## src/rtl/core/assert_macros.svh

```systemverilog
// Assertion macros for the hasher core
`ifndef ASSERT_MACROS_SVH
`define ASSERT_MACROS_SVH
// Check that an antecedent implies a consequent in the same cycle
`define ASSERT_IMPLIES(label, clk, rstn, ante, cons, msg) \
    label: assert property (@(posedge clk) disable iff (!rstn) (ante) |-> (cons)) \
        else $error(msg);
// Check that an antecedent implies a consequent in the next cycle
`define ASSERT_NEXT(label, clk, rstn, ante, cons, msg) \
    label: assert property (@(posedge clk) disable iff (!rstn) (ante) |=> (cons)) \
        else $error(msg);
`endif

```

## src/rtl/core/sha256_pkg.sv

```systemverilog
// Types, constants and functions shared by the SHA-256 core
`timescale 1ns / 1ps
package sha256_pkg;

    typedef logic [31:0] word_t;

    localparam word_t H_INIT [8] = '{
        32'h6A09E667, 32'hBB67AE85, 32'h3C6EF372, 32'hA54FF53A,
        32'h510E527F, 32'h9B05688C, 32'h1F83D9AB, 32'h5BE0CD19
    };

    localparam word_t ROUND_K [64] = '{
        32'h428a2f98, 32'h71374491, 32'hb5c0fbcf, 32'he9b5dba5, 32'h3956c25b,
        32'h59f111f1, 32'h923f82a4, 32'hab1c5ed5, 32'hd807aa98, 32'h12835b01,
        32'h243185be, 32'h550c7dc3, 32'h72be5d74, 32'h80deb1fe, 32'h9bdc06a7,
        32'hc19bf174, 32'he49b69c1, 32'hefbe4786, 32'h0fc19dc6, 32'h240ca1cc,
        32'h2de92c6f, 32'h4a7484aa, 32'h5cb0a9dc, 32'h76f988da, 32'h983e5152,
        32'ha831c66d, 32'hb00327c8, 32'hbf597fc7, 32'hc6e00bf3, 32'hd5a79147,
        32'h06ca6351, 32'h14292967, 32'h27b70a85, 32'h2e1b2138, 32'h4d2c6dfc,
        32'h53380d13, 32'h650a7354, 32'h766a0abb, 32'h81c2c92e, 32'h92722c85,
        32'ha2bfe8a1, 32'ha81a664b, 32'hc24b8b70, 32'hc76c51a3, 32'hd192e819,
        32'hd6990624, 32'hf40e3585, 32'h106aa070, 32'h19a4c116, 32'h1e376c08,
        32'h2748774c, 32'h34b0bcb5, 32'h391c0cb3, 32'h4ed8aa4a, 32'h5b9cca4f,
        32'h682e6ff3, 32'h748f82ee, 32'h78a5636f, 32'h84c87814, 32'h8cc70208,
        32'h90befffa, 32'ha4506ceb, 32'hbef9a3f7, 32'hc67178f2
    };

    localparam logic [7:0] PAD_BYTE = 8'h80;
    localparam logic [5:0] LEN_POS  = 6'd56;

    // Datapath operations requested by the controller
    localparam logic [2:0] OP_NONE   = 3'd0;
    localparam logic [2:0] OP_BYTE   = 3'd1; // store input byte, bump counts
    localparam logic [2:0] OP_PAD    = 3'd2; // store pad or zero or length byte
    localparam logic [2:0] OP_START  = 3'd3; // load working words from chain
    localparam logic [2:0] OP_ROUND  = 3'd4; // one compression round
    localparam logic [2:0] OP_FOLD   = 3'd5; // add working words into chain
    localparam logic [2:0] OP_SHIFT  = 3'd6; // rotate chain for digest output
    localparam logic [2:0] OP_CLEAR  = 3'd7; // reset chain and counts

    typedef struct packed {
        logic [2:0] op;
        logic [5:0] round;  // round index for OP_ROUND
        logic [5:0] pad_pos; // buffer position for OP_PAD
        logic       len_blk; // padded block ends with the bit length
    } dp_cmd_t;

    typedef struct packed {
        logic [5:0] fill;      // bytes in the buffer
        logic       block_full; // last OP_BYTE filled the block
    } dp_stat_t;

    function automatic word_t ror32(word_t v, int unsigned n);
        ror32 = (v >> n) | (v << (32 - n));
    endfunction

endpackage

```

## src/rtl/core/sha256_byte_stream_hasher_core.sv

```systemverilog
// Top level of the SHA-256 byte-stream hasher core
`timescale 1ns / 1ps
// Takes a message one byte per beat and returns the eight SHA-256 digest
// words after a beat marked last. A byte beat passes a check state before
// the next beat is taken; a beat that fills the 64-byte block starts the
// one-round-per-cycle compression. Closing a message writes the padding
// one byte per cycle and compresses once or twice, then emits eight beats.
module sha256_byte_stream_hasher_core
    import sha256_pkg::*;
(
    input  logic        aclk,
    input  logic        aresetn,
    input  logic        s_valid,
    output logic        s_ready,
    input  logic [7:0]  s_data_byte,
    input  logic        s_has_byte,
    input  logic        s_is_last,
    output logic        m_valid,
    input  logic        m_ready,
    output logic [31:0] m_digest_word,
    output logic [2:0]  m_word_index,
    output logic        m_last_word
);

`include "assert_macros.svh"

    dp_cmd_t  cmd;
    dp_stat_t stat;

    sha256_ctrl u_ctrl (
        .aclk         (aclk),
        .aresetn      (aresetn),
        .s_valid      (s_valid),
        .s_ready      (s_ready),
        .s_has_byte   (s_has_byte),
        .s_is_last    (s_is_last),
        .m_valid      (m_valid),
        .m_ready      (m_ready),
        .m_word_index (m_word_index),
        .m_last_word  (m_last_word),
        .stat         (stat),
        .cmd          (cmd)
    );

    sha256_datapath u_dp (
        .aclk      (aclk),
        .aresetn   (aresetn),
        .cmd       (cmd),
        .in_byte   (s_data_byte),
        .stat      (stat),
        .head_word (m_digest_word)
    );

    `ASSERT_IMPLIES(a_no_overlap, aclk, aresetn, m_valid, !s_ready, "input during output")
    `ASSERT_NEXT(a_last_idle, aclk, aresetn, m_valid && m_ready && m_last_word, s_ready, "no idle")
    `ASSERT_IMPLIES(a_shift_only_out, aclk, aresetn, cmd.op == OP_SHIFT, m_valid && m_ready, "bad shift")

endmodule

```

## src/rtl/core/sha256_datapath.sv

```systemverilog
// Datapath: block buffer, message schedule, round logic and chain words
`timescale 1ns / 1ps
module sha256_datapath
    import sha256_pkg::*;
(
    input  logic       aclk,
    input  logic       aresetn,
    input  dp_cmd_t    cmd,
    input  logic [7:0] in_byte,
    output dp_stat_t   stat,
    output word_t      head_word
);

    word_t       w_reg [16];
    word_t       chain_reg [8];
    word_t       work_reg [8];
    logic [5:0]  fill_reg;
    logic [63:0] len_reg;
    logic        full_reg;

    word_t w_cur, w_new, s0, s1, t1, t2, ch, maj, sig0, sig1;
    word_t a, b, c, e, f, g, h;
    logic [7:0] pad_val;
    logic [5:0] len_sh;

    assign stat.fill       = fill_reg;
    assign stat.block_full = full_reg;
    assign head_word       = chain_reg[0];

    // Schedule word: first 16 from the buffer, then the rolling window
    always_comb begin
        s0    = ror32(w_reg[1], 7) ^ ror32(w_reg[1], 18) ^ (w_reg[1] >> 3);
        s1    = ror32(w_reg[14], 17) ^ ror32(w_reg[14], 19) ^ (w_reg[14] >> 10);
        w_new = s1 + w_reg[9] + s0 + w_reg[0];
        w_cur = (cmd.round < 6'd16) ? w_reg[cmd.round[3:0]] : w_new;
    end

    // One round of compression
    always_comb begin
        a = work_reg[0]; b = work_reg[1]; c = work_reg[2];
        e = work_reg[4]; f = work_reg[5]; g = work_reg[6]; h = work_reg[7];
        sig1 = ror32(e, 6) ^ ror32(e, 11) ^ ror32(e, 25);
        sig0 = ror32(a, 2) ^ ror32(a, 13) ^ ror32(a, 22);
        ch   = (e & f) ^ (~e & g);
        maj  = (a & b) ^ (a & c) ^ (b & c);
        t1   = h + sig1 + ch + ROUND_K[cmd.round] + w_cur;
        t2   = sig0 + maj;
    end

    // Padding byte: length in the closing block, else pad marker or zero fill
    always_comb begin
        len_sh = 6'((7 - int'(cmd.pad_pos[2:0])) * 8);
        if (cmd.len_blk && cmd.pad_pos >= LEN_POS) begin
            pad_val = 8'(len_reg >> len_sh);
        end else if (cmd.pad_pos == fill_reg) begin
            pad_val = PAD_BYTE;
        end else begin
            pad_val = 8'h00;
        end
    end

    // Schedule window, working words, chain words, counts; bytes land in the
    // schedule window in big-endian order, so it doubles as the block buffer
    always_ff @(posedge aclk) begin
        if (!aresetn) begin
            fill_reg <= '0;
            len_reg  <= '0;
            full_reg <= 1'b0;
            for (int i = 0; i < 8; i++) chain_reg[i] <= H_INIT[i];
        end else begin
            unique case (cmd.op)
                OP_BYTE: begin
                    w_reg[fill_reg[5:2]][{~fill_reg[1:0], 3'b000} +: 8] <= in_byte;
                    fill_reg <= fill_reg + 6'd1;
                    len_reg  <= len_reg + 64'd8;
                    full_reg <= (fill_reg == 6'd63);
                end
                OP_PAD: begin
                    w_reg[cmd.pad_pos[5:2]][{~cmd.pad_pos[1:0], 3'b000} +: 8] <= pad_val;
                end
                OP_START: begin
                    for (int i = 0; i < 8; i++) work_reg[i] <= chain_reg[i];
                end
                OP_ROUND: begin
                    work_reg[0] <= t1 + t2;
                    work_reg[1] <= a;
                    work_reg[2] <= b;
                    work_reg[3] <= c;
                    work_reg[4] <= work_reg[3] + t1;
                    work_reg[5] <= e;
                    work_reg[6] <= f;
                    work_reg[7] <= g;
                    // Advance the window once the stored words are used up
                    if (cmd.round >= 6'd16) begin
                        for (int i = 0; i < 15; i++) w_reg[i] <= w_reg[i+1];
                        w_reg[15] <= w_new;
                    end
                end
                OP_FOLD: begin
                    for (int i = 0; i < 8; i++) chain_reg[i] <= chain_reg[i] + work_reg[i];
                    full_reg <= 1'b0;
                end
                OP_SHIFT: begin
                    for (int i = 0; i < 7; i++) chain_reg[i] <= chain_reg[i+1];
                    chain_reg[7] <= chain_reg[0];
                end
                OP_CLEAR: begin
                    fill_reg <= '0;
                    len_reg  <= '0;
                    full_reg <= 1'b0;
                    for (int i = 0; i < 8; i++) chain_reg[i] <= H_INIT[i];
                end
                default: begin
                end
            endcase
        end
    end

endmodule

```

## src/rtl/core/sha256_ctrl.sv

```systemverilog
// Controller: sequences byte intake, compression, padding and digest output
`timescale 1ns / 1ps
module sha256_ctrl
    import sha256_pkg::*;
(
    input  logic       aclk,
    input  logic       aresetn,
    input  logic       s_valid,
    output logic       s_ready,
    input  logic       s_has_byte,
    input  logic       s_is_last,
    output logic       m_valid,
    input  logic       m_ready,
    output logic [2:0] m_word_index,
    output logic       m_last_word,
    input  dp_stat_t   stat,
    output dp_cmd_t    cmd
);

    localparam logic [2:0] ST_IDLE  = 3'd0;
    localparam logic [2:0] ST_CHECK = 3'd1;
    localparam logic [2:0] ST_START = 3'd2;
    localparam logic [2:0] ST_ROUND = 3'd3;
    localparam logic [2:0] ST_FOLD  = 3'd4;
    localparam logic [2:0] ST_PAD   = 3'd5;
    localparam logic [2:0] ST_OUT   = 3'd6;

    logic [2:0] state_reg, state_next;
    logic [5:0] cnt_reg, cnt_next;
    logic [2:0] idx_reg, idx_next;
    logic       last_reg, last_next;   // message closes after this block
    logic       final_reg, final_next; // block under way holds the length

    assign s_ready      = (state_reg == ST_IDLE);
    assign m_valid      = (state_reg == ST_OUT);
    assign m_word_index = idx_reg;
    assign m_last_word  = (idx_reg == 3'd7);

    // Next state and datapath command
    always_comb begin
        state_next = state_reg;
        cnt_next   = cnt_reg;
        idx_next   = idx_reg;
        last_next  = last_reg;
        final_next = final_reg;
        cmd        = '{op: OP_NONE, round: cnt_reg, pad_pos: cnt_reg, len_blk: final_reg};
        unique case (state_reg)
            ST_IDLE: begin
                if (s_valid) begin
                    last_next  = s_is_last;
                    final_next = 1'b0;
                    if (s_has_byte) begin
                        cmd.op     = OP_BYTE;
                        state_next = ST_CHECK;
                    end else if (s_is_last) begin
                        cnt_next   = stat.fill;
                        final_next = (stat.fill < LEN_POS);
                        state_next = ST_PAD;
                    end
                end
            end
            ST_CHECK: begin
                if (stat.block_full) begin
                    state_next = ST_START;
                end else if (last_reg) begin
                    cnt_next   = stat.fill;
                    final_next = (stat.fill < LEN_POS);
                    state_next = ST_PAD;
                end else begin
                    state_next = ST_IDLE;
                end
            end
            ST_PAD: begin
                // Write the pad marker, zero fill and length, one byte a cycle
                cmd.op   = OP_PAD;
                cnt_next = cnt_reg + 6'd1;
                if (cnt_reg == 6'd63) begin
                    state_next = ST_START;
                end
            end
            ST_START: begin
                cmd.op     = OP_START;
                cnt_next   = '0;
                state_next = ST_ROUND;
            end
            ST_ROUND: begin
                cmd.op   = OP_ROUND;
                cnt_next = cnt_reg + 6'd1;
                if (cnt_reg == 6'd63) state_next = ST_FOLD;
            end
            ST_FOLD: begin
                cmd.op = OP_FOLD;
                if (final_reg) begin
                    idx_next   = '0;
                    state_next = ST_OUT;
                end else if (last_reg) begin
                    // closing block: after a full data block the marker sits at
                    // zero; after a marker overflow only zeros and length remain
                    cnt_next   = (stat.fill > 6'd55) ? 6'd0 : stat.fill;
                    final_next = 1'b1;
                    state_next = ST_PAD;
                end else begin
                    state_next = ST_IDLE;
                end
            end
            ST_OUT: begin
                if (m_ready) begin
                    cmd.op   = OP_SHIFT;
                    idx_next = idx_reg + 3'd1;
                    if (idx_reg == 3'd7) begin
                        cmd.op     = OP_CLEAR;
                        state_next = ST_IDLE;
                    end
                end
            end
            default: begin
                state_next = ST_IDLE;
            end
        endcase
    end

    always_ff @(posedge aclk) begin
        if (!aresetn) begin
            state_reg <= ST_IDLE;
            cnt_reg   <= '0;
            idx_reg   <= '0;
            last_reg  <= 1'b0;
            final_reg <= 1'b0;
        end else begin
            state_reg <= state_next;
            cnt_reg   <= cnt_next;
            idx_reg   <= idx_next;
            last_reg  <= last_next;
            final_reg <= final_next;
        end
    end

endmodule

```

## config.mk

```make
export PLATFORM = sky130hd
export DESIGN_NAME = sha256_byte_stream_hasher_core
export DESIGN_NICKNAME = d
export VERILOG_FILES = /design/src/rtl/core/sha256_pkg.sv /design/src/rtl/core/sha256_byte_stream_hasher_core.sv /design/src/rtl/core/sha256_datapath.sv /design/src/rtl/core/sha256_ctrl.sv
export VERILOG_INCLUDE_DIRS = /design/src /design/src/rtl/core
export SDC_FILE = /design/constraint.sdc
export NUM_CORES = 2
export LEC_CHECK = 0
export ABC_AREA = 0
export BUFFER_PORTS_ARGS = -buffer_cell sky130_fd_sc_hd__buf_2
export CAP_MARGIN = 20
export CORE_ASPECT_RATIO = 0.5
export CORE_MARGIN = 5
export CORE_UTILIZATION = 30
export CTS_BUF_LIST = sky130_fd_sc_hd__clkbuf_16
export DETAILED_ROUTE_END_ITERATION = 8
export PLACE_DENSITY = 0.42
export SETUP_SLACK_MARGIN = 0.1
export SLEW_MARGIN = 25
export SYNTH_ARGS = -nofsm -noshare
export SYNTH_HDL_FRONTEND = slang
export SYNTH_HIERARCHICAL = 1
export SYNTH_SLANG_ARGS = --single-unit
```

## constraint.sdc

```tcl
create_clock -name aclk -period 23.8 [get_ports aclk]
set_input_delay 0 -clock aclk [delete_from_list [all_inputs] [get_ports aclk]]
set_output_delay 0 -clock aclk [all_outputs]
set_load 0.01 [all_outputs]
```

# ---- Word level (Yosys, flattened, before mapping)
# Memory sizes are Yosys's and may differ from the RTL's. A register that Yosys moved wholly into a read port is not among the register bits.
# Cells that the tools add are included.
dict set report totals {
  latch_bits 0
  rom_bits 2048
  mem_bits_rw 1024
  ff_bits 85
  n_memories 4
}
# name words word_bits read_ports rd_ports_with_merged_regs write_ports line_no
set memory_table {}
lappend memory_table {{(no name shown)} 64 32 1 0 0 sha256_datapath.sv:46} ;# t1 = h + sig1 + ch + ROUND_K[cmd.round] + w_cur;
lappend memory_table {u_dp.w_reg 16 32 17 1 16 sha256_datapath.sv:14} ;# word_t w_reg [16];
lappend memory_table {u_dp.chain_reg 8 32 8 0 8 sha256_datapath.sv:15} ;# word_t chain_reg [8];
lappend memory_table {u_dp.work_reg 8 32 8 0 8 sha256_datapath.sv:16} ;# word_t work_reg [8];
dict set report op_classes {
  n_eq_ne 30
  bitwise_logic 62
  add_sub_neg 25
  n_mux 110
  div 0
  multipliers 0
  order_cmp 6
  n_reduce_logical 16
  n_shift 5
}
# operator n
set ops {}
lappend ops {{32-bit 2-to-1 mux} 41}
lappend ops {{32-bit adder} 18}
lappend ops {{32-bit XOR} 9}
lappend ops {{32-bit AND} 5}
lappend ops {{64-bit case mux with 2 select lines} 1}
lappend ops {{64-bit by 4-bit adder with 64-bit output (second input constant)} 1}
lappend ops {{32-bit OR reduction} 2}
lappend ops {{8-bit by 7-bit variable shift with 32-bit output (first input constant)} 2}
lappend ops {{8-bit by 7-bit variable part select with 32-bit output} 2}
lappend ops {{64-bit by 6-bit >> shifter with 8-bit output} 1}
lappend ops {{6-bit 2-to-1 mux} 8}
lappend ops {{3-bit 2-to-1 mux} 14}
lappend ops {{1-bit 2-to-1 mux} 33}
lappend ops {{32-bit inverter} 1}
lappend ops {{1-bit OR} 32}
lappend ops {{10-bit by 32-bit OR with 32-bit output} 1}
lappend ops {{13-bit by 32-bit OR with 32-bit output} 1}
lappend ops {{14-bit by 32-bit OR with 32-bit output} 1}
lappend ops {{15-bit by 32-bit OR with 32-bit output} 1}
lappend ops {{19-bit by 32-bit OR with 32-bit output} 1}
lappend ops {{21-bit by 32-bit OR with 32-bit output} 1}
lappend ops {{25-bit by 32-bit OR with 32-bit output} 1}
lappend ops {{26-bit by 32-bit OR with 32-bit output} 1}
lappend ops {{30-bit by 32-bit OR with 32-bit output} 1}
lappend ops {{other kinds (43)} 75}

# ---- Longest topological paths before layout
dict set report logic_depth {
  ltp_word 11
  depth_mapped 48
  mapped_depth_nobuf 48
}

# ---- Modules after synthesis
# Netlist, hierarchy kept.
# module instances cells_each area_per_inst_um2 seq_area_each_um2
set modules_own_cells {}
lappend modules_own_cells {sha256_datapath 1 7774 78218.8 30829.6}
lappend modules_own_cells {sha256_ctrl 1 158 1196.1 280.3}

# ---- Least setup slack after synthesis
# No wires, ideal clock.
dict set report synth_timing {
  path_kind {register to register}
  start {mem u_dp/w_reg[14][20] (netlist bit)}
  end {mem u_dp/work_reg[0][31] (netlist bit) (data pin)}
  n_path_buf 0
  path_stages_with_launch 48
  synth_period_minus_slack_ns 9.655
  setup_time_ns 0.267
  t_arrival_ns 9.388
  slack_ns 14.145
  t_required_ns 23.533
  cell_sequence {edfxtp_1 -> xnor2_1 -> xnor2_1 -> fa_1 -> inv_1 -> fa_1 -> inv_1 -> ha_1 -> inv_1 -> fa_1 -> nor2b_1 -> o31a_1 -> o211ai_1 -> a21oi_1 -> o31ai_1 -> nand2b_1 -> a21o_1 -> a21o_1 -> [12 not listed] -> and3_1 -> a221oi_1 -> o21ai_0 -> a2111o_1 -> and3_1 -> nor2_1 -> inv_1 -> fa_1 -> inv_1 -> ha_1 -> a21o_1 -> a21o_1 -> a21o_1 -> a21o_1 -> a21oi_1 -> xnor2_1 -> xnor2_1 -> o21ai_0}
}
# element line_no
set synth_rtl {}
lappend synth_rtl {{from (decl)} sha256_datapath.sv:14}
lappend synth_rtl {{to (decl)} sha256_datapath.sv:16}

==> impl_metrics.csv <==
group,metric,value,unit
outcome,status,"completed",
route,drt-vias-per-instance,5.47,
global_routing,grt.busiest_layer,"met2",
yosys,synth_cell_types,105,
layout,fillers,26812,
sta,rsz0062_at_grt,"no",
floorplanning,initial_core_util,30.2,%
clock_tree,holdBufCountCts,18,
clock_tree,cts_sinks,1106,
floorplanning,dieArea,0.276,sq mm
setup_path,startpoint_type,"register",
global_routing,use_met3,2.64,%
sta,worstMarginPinSlew,1190,ps
setup_path,critPathRequiredTime,24290,ps
setup_path,critical_path_depth,43,
floorplanning,fp.dieW,738,um
route,drtPass1Iterations,6,
floorplanning,ios,52,
sta,period_needed,11500,ps
route,routed-via-count,62516,
yosys,synth_edf_count,896,
setup_path,crit_path_start,"u_dp/w_reg[14][19]",
global_routing,grt_pass1_wl,451000,um
yosys,synth_top_area_share,33.9,%
global_routing,grt_max_degree,224,
route,routed_wl,315000,um
clock_tree,clk_path_buf_depth,4,
sta,hold_viol,0,
placement,hpwl,232000,um
setup_path,worst-setup-path-type,"reg -> reg",
clock_tree,tritoncts,"built",
setup_path,cpLargestDelayFamily,"compound AO/OA/AOI/OAI gates",
setup_path,worstReg2RegStart,"u_dp/w_reg[14][19]",
layout,largest_reg_flops,512,
clock_tree,path_clk_slew,60,ps
global_routing,grt_use_total,22.2,%
run,max_cap_violations,0,
yosys,syn_area_per_cell,10.0,sq um
floorplanning,core-area,0.263,sq mm
layout,seq_area,0.0311,sq mm
floorplanning,fp-row-count,133,
layout,layout-drive-gt1-share,9.83,%
setup_path,r2r-end,"u_dp/work_reg[0][31]",
yosys,ys_seq_elements,1106,
yosys,yosysMostFrequentCell,"edfxtp_1",
clock_tree,cts_max_level,4,
clock_tree,cts_resized,0,
layout,area_growth_syn_to_layout,11.0,%
yosys,synth.cell_area,0.0794,sq mm
route,post-route-drc-count,0,
layout,fin_nets,8442,
global_routing,grt_use_met1,31.9,%
setup_path,path_buf_inv,5,
route,wire_per_inst,27.6,um
layout,final_core_util,33.5,%
route,drt_iter0_drc,5639,
floorplanning,die-height,374,um
setup_path,endpoint,"u_dp/work_reg[0][31]",
clock_tree,clk_latency,830,ps
setup_path,crit_path_max_fanout,5,
layout,multi_input_area,0.0446,sq mm
setup_path,cp.arrival,12000,ps
yosys,synth_top_area_cell,"edfxtp_1",
yosys,syn_nets,8550,
global_routing,grt_pass1_vias,60725,
setup_path,max_stage_delay,800,ps
sta,finClkSkew,71.1,ps
clock_tree,root_buffer,"clkbuf_16",
route,ant_nets,0,
setup_path,cp_common_cell,"fa_1",
sta,finalSetupViolCount,0,
placement,pre_cts_slack,12420,ps
min_path,hold_class,"in -> reg",
setup_path,end_kind,"register",
sta,slew_viol_final,0,
yosys,ys_seq_area_share,39.2,%
sta,period_share,48.3,%
global_routing,use_met2,35.0,%
yosys,ys_top_cells_by_count,"edfxtp_1, nand2_1, a21o_1, o21ai_0, a21oi_1",
sta,setup_tns,0,ps
placement,place.gp.congestion,0.937,
global_routing,antenna_found_initial,17,
yosys,synth.area.top_cells,"edfxtp_1, a21o_1, ha_1, dfxtp_1, mux4_2",
setup_path,r2r_slack,12300,ps
setup_path,reg2reg_depth,43,
placement,portBuffers,51,
clock_tree,cts_made_buffers,139,
yosys,synth_cells,7932,
yosys,async_reset_ff_share,0,%
setup_path,critPathSlowestCell,"o31ai_1",
clock_tree,post-cts-setup-buffers,0,
sta,maxSlewHeadroom,18.7,%
yosys,synth-main-ff-cell,"edfxtp_1",
sta,setup_slack,12300,ps
yosys,ys_warn_count,6,
sta,max_freq,86.9,MHz
global_routing,grt_overflow,0,
-- logic make-up after synthesis --
| group | Yosys count | synth area share, % |
|---|---|---|
| buffers and inverters | 981 | 4.89 |
| XOR/XNOR | 588 | 6.49 |
| multiplexers | 316 | 6.91 |
| flip-flops | 1106 | 39.2 |
| AND/OR/NAND/NOR | 1914 | 11.0 |
| adder cells (fa/ha/maj) | 609 | 11.4 |
| AO/OA/AOI/OAI | 2418 | 20.1 |
-- worst min-delay path, cell delays in order --
cell and delay, ps:
dlygate4sd3_1 530, buf_2 190, o21ai_0 100, a22oi_1 140
nor2b_1 70
-- per-stage QoR --
step | cells | hold WS (ps) | area [sq um]
2_1_floorplan | 7932 | 141 | 79400
4_1_cts | 11432 | 167 | 88100
3_3_place_gp | 11174 | 303 | 83600
3_5_place_dp | 11174 | 307 | 83600
6_report | 11437 | 275 | 88100
5_1_grt | 11435 | 273 | 88100
-- worst min path at each step --
stage	start	to	slack (ps)	cells after the start
2_1_floorplan	aresetn	u_ctrl/final_reg	140	2
3_3_place_gp	s_is_last	u_ctrl/last_reg	300	3
3_5_place_dp	s_is_last	u_ctrl/last_reg	310	3
4_1_cts	m_ready	u_ctrl/m_word_index[2]	170	5
5_1_grt	m_ready	u_ctrl/m_word_index[2]	270	5
6_report	m_ready	u_ctrl/m_word_index[2]	270	5
-- per-layer routing --
metal	vias to the layer above	part of all wire, %	wire length [um]
li1	28642	-	-
met4	4	3.1	9840
met5	-	0.0067	21
met2	1787	45	141000
met3	384	5.1	15900
met1	31699	47	148000
-- area by class of cell --
cell class	instances	area share, %
diodes	4	0.0114
clock buffers	143	4.06
clock inverters	97	0.845
inverters	469	2.00
multi-input cells	5845	50.6
flip-flops and latches	1106	35.3
well taps	3510	4.98
repair buffers	263	2.21
-- cells in the final DEF, fill, tap and decap left out, types with 196 or more instances in the layout --
master and count:
fa_1 196, o21ai_0 505, inv_1 500, ha_1 408
a21o_1 712, edfxtp_1 896, nand2_1 835, nor2_1 395
xnor2_1 388, xor2_1 199, dfxtp_1 204, a21oi_1 482
Power is not shown: default switching activity piles up to over one toggle a cycle in this logic, so the estimate is an artifact.
